### src/rtl/rv64md_div_stage.sv
// rv64md_div_stage: Steps (default 4) combinational restoring-division steps between two registers
// no dependencies
`default_nettype none
module rv64md_div_stage #(
  parameter int unsigned Steps = 4
) (
  input  wire logic [63:0] rem_i,
  input  wire logic [63:0] quo_i,
  input  wire logic [63:0] dvd_i,
  input  wire logic [63:0] dvs_i,
  output logic [63:0] rem_o,
  output logic [63:0] quo_o,
  output logic [63:0] dvd_o
);
  always_comb begin
    logic [64:0] trial;
    logic [63:0] r;
    logic [63:0] q;
    logic [63:0] d;
    r = rem_i;
    q = quo_i;
    d = dvd_i;
    for (int i = 0; i < Steps; i++) begin
      trial = {r, d[63]} - {1'b0, dvs_i};
      if (!trial[64]) begin
        r = trial[63:0];
        q = {q[62:0], 1'b1};
      end else begin
        r = {r[62:0], d[63]};
        q = {q[62:0], 1'b0};
      end
      d = {d[62:0], 1'b0};
    end
    rem_o = r;
    quo_o = q;
    dvd_o = d;
  end
endmodule
`default_nettype wire

### config.mk
export PLATFORM = sky130hd
export DESIGN_NAME = rv64md_div_stage
export DESIGN_NICKNAME = d
export VERILOG_FILES = /design/src/rtl/rv64md_div_stage.sv
export SDC_FILE = /design/constraint.sdc
export NUM_CORES = 1
export LEC_CHECK = 0
export BUFFER_PORTS_ARGS = -buffer_cell sky130_fd_sc_hd__buf_2
export CORE_MARGIN = 2
export CORE_UTILIZATION = 50
export DETAILED_ROUTE_END_ITERATION = 10
export GPL_ROUTABILITY_DRIVEN = 0
export GPL_TIMING_DRIVEN = 1
export PLACE_DENSITY = 0.84
export REMOVE_ABC_BUFFERS = 1
export SYNTH_ARGS = -nofsm -noshare
export SYNTH_HDL_FRONTEND = slang
export SYNTH_SLANG_ARGS = --single-unit
### constraint.sdc
create_clock -name vclk -period 25.6
set_input_delay 3.84 -clock vclk [all_inputs]
set_output_delay 3.84 -clock vclk [all_outputs]
set_load 0.02 [all_outputs]
==> impl_metrics.ini <==
[cells_and_area]
nets = 3167
finalNonFillerCells = 3126
seq_cell_count = 0
seq_area_um2 = 0
stdcell_area_mm2 = 0.0189
fill_cells = 3460
nClkBuffers = 0
multi_input_area_mm2 = 0.0164
syn_to_final_growth_pct = 2.84
final_layout_size_suffix_gt1_share_pct = 13.6

[worst_setup_path]
cp-end-kind = output port
path_delay_family = compound AO/OA/AOI/OAI gates
crit_arrival_ns = 21.33
critPathSlowestCell = a41oi_1
setup.worst_path.class = primary input to output port
cp_max_fo = 42
worst_setup_path_start_kind = primary input
worstPathRequired_ns = 21.76
timing.critical_path.buf_inv = 8
cp_num_cells = 57
cpPeakStageDelay_ns = 0.74

[floorplanning]
initial_core_util_pct = 50.4
rows = 70
core_mm2 = 0.0363
io_pins = 448
fp.dieArea_mm2 = 0.0382
chipHeight_um = 195
die_w_um = 195

[sta]
fmax_mhz = 39.7
setup_violations = 0
post-route-period-util_pct = 98.3
slew_viol_final = 0
finalCriticalPeriod_ns = 25.17
tightest_slew_ns = 1.21
fin_ws_ns = 0.434
hold_viol_final = 0
tns_ns = 0
relSlewSlack_pct = 16.8

[min_path]
worstHoldPathCells = 0
hp-class = primary input to output port

[grt]
grt_antenna_before_repair = 4
grt_start_max_net_pins = 43
grt.overflow.total = 0
grt_usage_pct = 33.9
grt_pass1_wl_mm = 104
grt_pass1_vias = 19027

[routing]
wl_mm = 69.7
drt_iter0_drc = 2341
via_count = 20634
drt_pre_antenna_iters = 6
wire_per_inst_um = 22.3
drc = 0
ant_nets = 0
via_per_inst = 6.60

[yosys]
synth.cell_area_mm2 = 0.0183
ys_types = 82
syn_area_per_cell_um2 = 6.92
synth_warnings = 0
synth.area.top_cells = ha_1, a21oi_1, xnor2_1, mux2_2, a21o_1
synth_top_area_share_pct = 17.5
yosysTopAreaCell = ha_1
ys_seq_area_share_pct = 0
syn_inst = 2648

[place]
dp_slack_ns = 0.697
port_buffers = 200
dp.cells = 3116
placed_cell_area_mm2 = 0.0188
dp_hpwl_mm = 59.2

[run_status]
status = finished clean

[job]
maxCapViolations = 0

[clock_network]
hold_buffers = 0
==> Yosys cell counts, types with 7 or more instances <==
master     count
a21oi_1      289
ha_1         256
nand2_1      225
inv_1        175
o21ai_0      171
nor2_1       162
a21o_1       157
xnor2_1      156
buf_4        125
mux2_2       109
xor2_1        77
clkbuf_1      72
nand3_1       54
o21bai_1      50
nand4_1       49
mux2i_1       45
o21a_1        35
nor2b_1       33
nor3_1        32
a31oi_1       27
nand2b_1      22
and3_1        21
mux2_1        20
a222oi_1      19
buf_2         19
a211oi_1      18
o211ai_1      18
a221o_1       14
and2_1        14
o31a_1        14
o31ai_1       14
a21boi_0      13
a221oi_1       8
a2111oi_0      7
o221ai_1       7
==> cells in the final DEF (no fill, tap or decap), types with 109 or more instances in the layout <==
cell	synthesis	layout
a21o_1	157	157
a21oi_1	289	289
buf_2	19	200
ha_1	256	256
inv_1	175	175
mux2_2	109	109
nand2_1	225	225
nor2_1	162	162
o21ai_0	171	171
xnor2_1	156	155
==> routing by layer <==
layer / wire length (um) / track usage (%) / part of all wire (%) / up-vias
met5: 240 / 4.85 / 0.34 / -
met4: 4030 / 15.6 / 5.8 / 12
met3: 10300 / 12.3 / 15 / 227
met2: 29200 / 54.1 / 42 / 1335
met1: 25900 / 40.1 / 37 / 9429
li1: - / - / - / 9631
==> final timing paths <==
path / start / endpoint / slack [ns]
max: dvs_i[0] / rem_o[17] / 0.43
min: dvd_i[3] / dvd_o[7] / 7.68
==> what timing repair did <==
item | 4_1_cts | 5_1_grt
endpoints found under the setup margin | 0 | 63
setup buffers | 0 | 0
resized for setup | 0 | 2
==> metrics by stage <==
stage | utilization, % | hold WS, ns
floorplan | - | 7.68
global placement | 51.7 | 7.68
detailed placement | 51.7 | 7.68
CTS | 51.7 | 7.68
global route | 51.8 | 7.68
finish | 51.9 | 7.68
==> cell type report <==
type | instances | share of cell area, %
tap | 468 | 3.11
antenna | 9 | 0.119
timing repair buffer | 219 | 6.20
inverter | 176 | 3.50
multi-input combinational | 2254 | 87.1
==> kinds of logic (layout without fill, tap and decap cells) <==
| group | count (synthesis) | count (layout) | synth area share [%] |
|---|---|---|---|
| other | 1 | 13 | 0.0205 |
| adders and majority gates | 260 | 260 | 17.9 |
| buffers and inverters | 398 | 395 | 10.9 |
| and+or+nand+nor | 640 | 640 | 16.1 |
| AOI/OAI and AO/OA | 941 | 941 | 33.5 |
| xor gates and xnor gates | 234 | 235 | 11.2 |
| muxes | 174 | 174 | 10.4 |
Power is left out: the tool's default activity adds up to more than one toggle a clock period on the data nets, which glitch-free logic cannot reach.
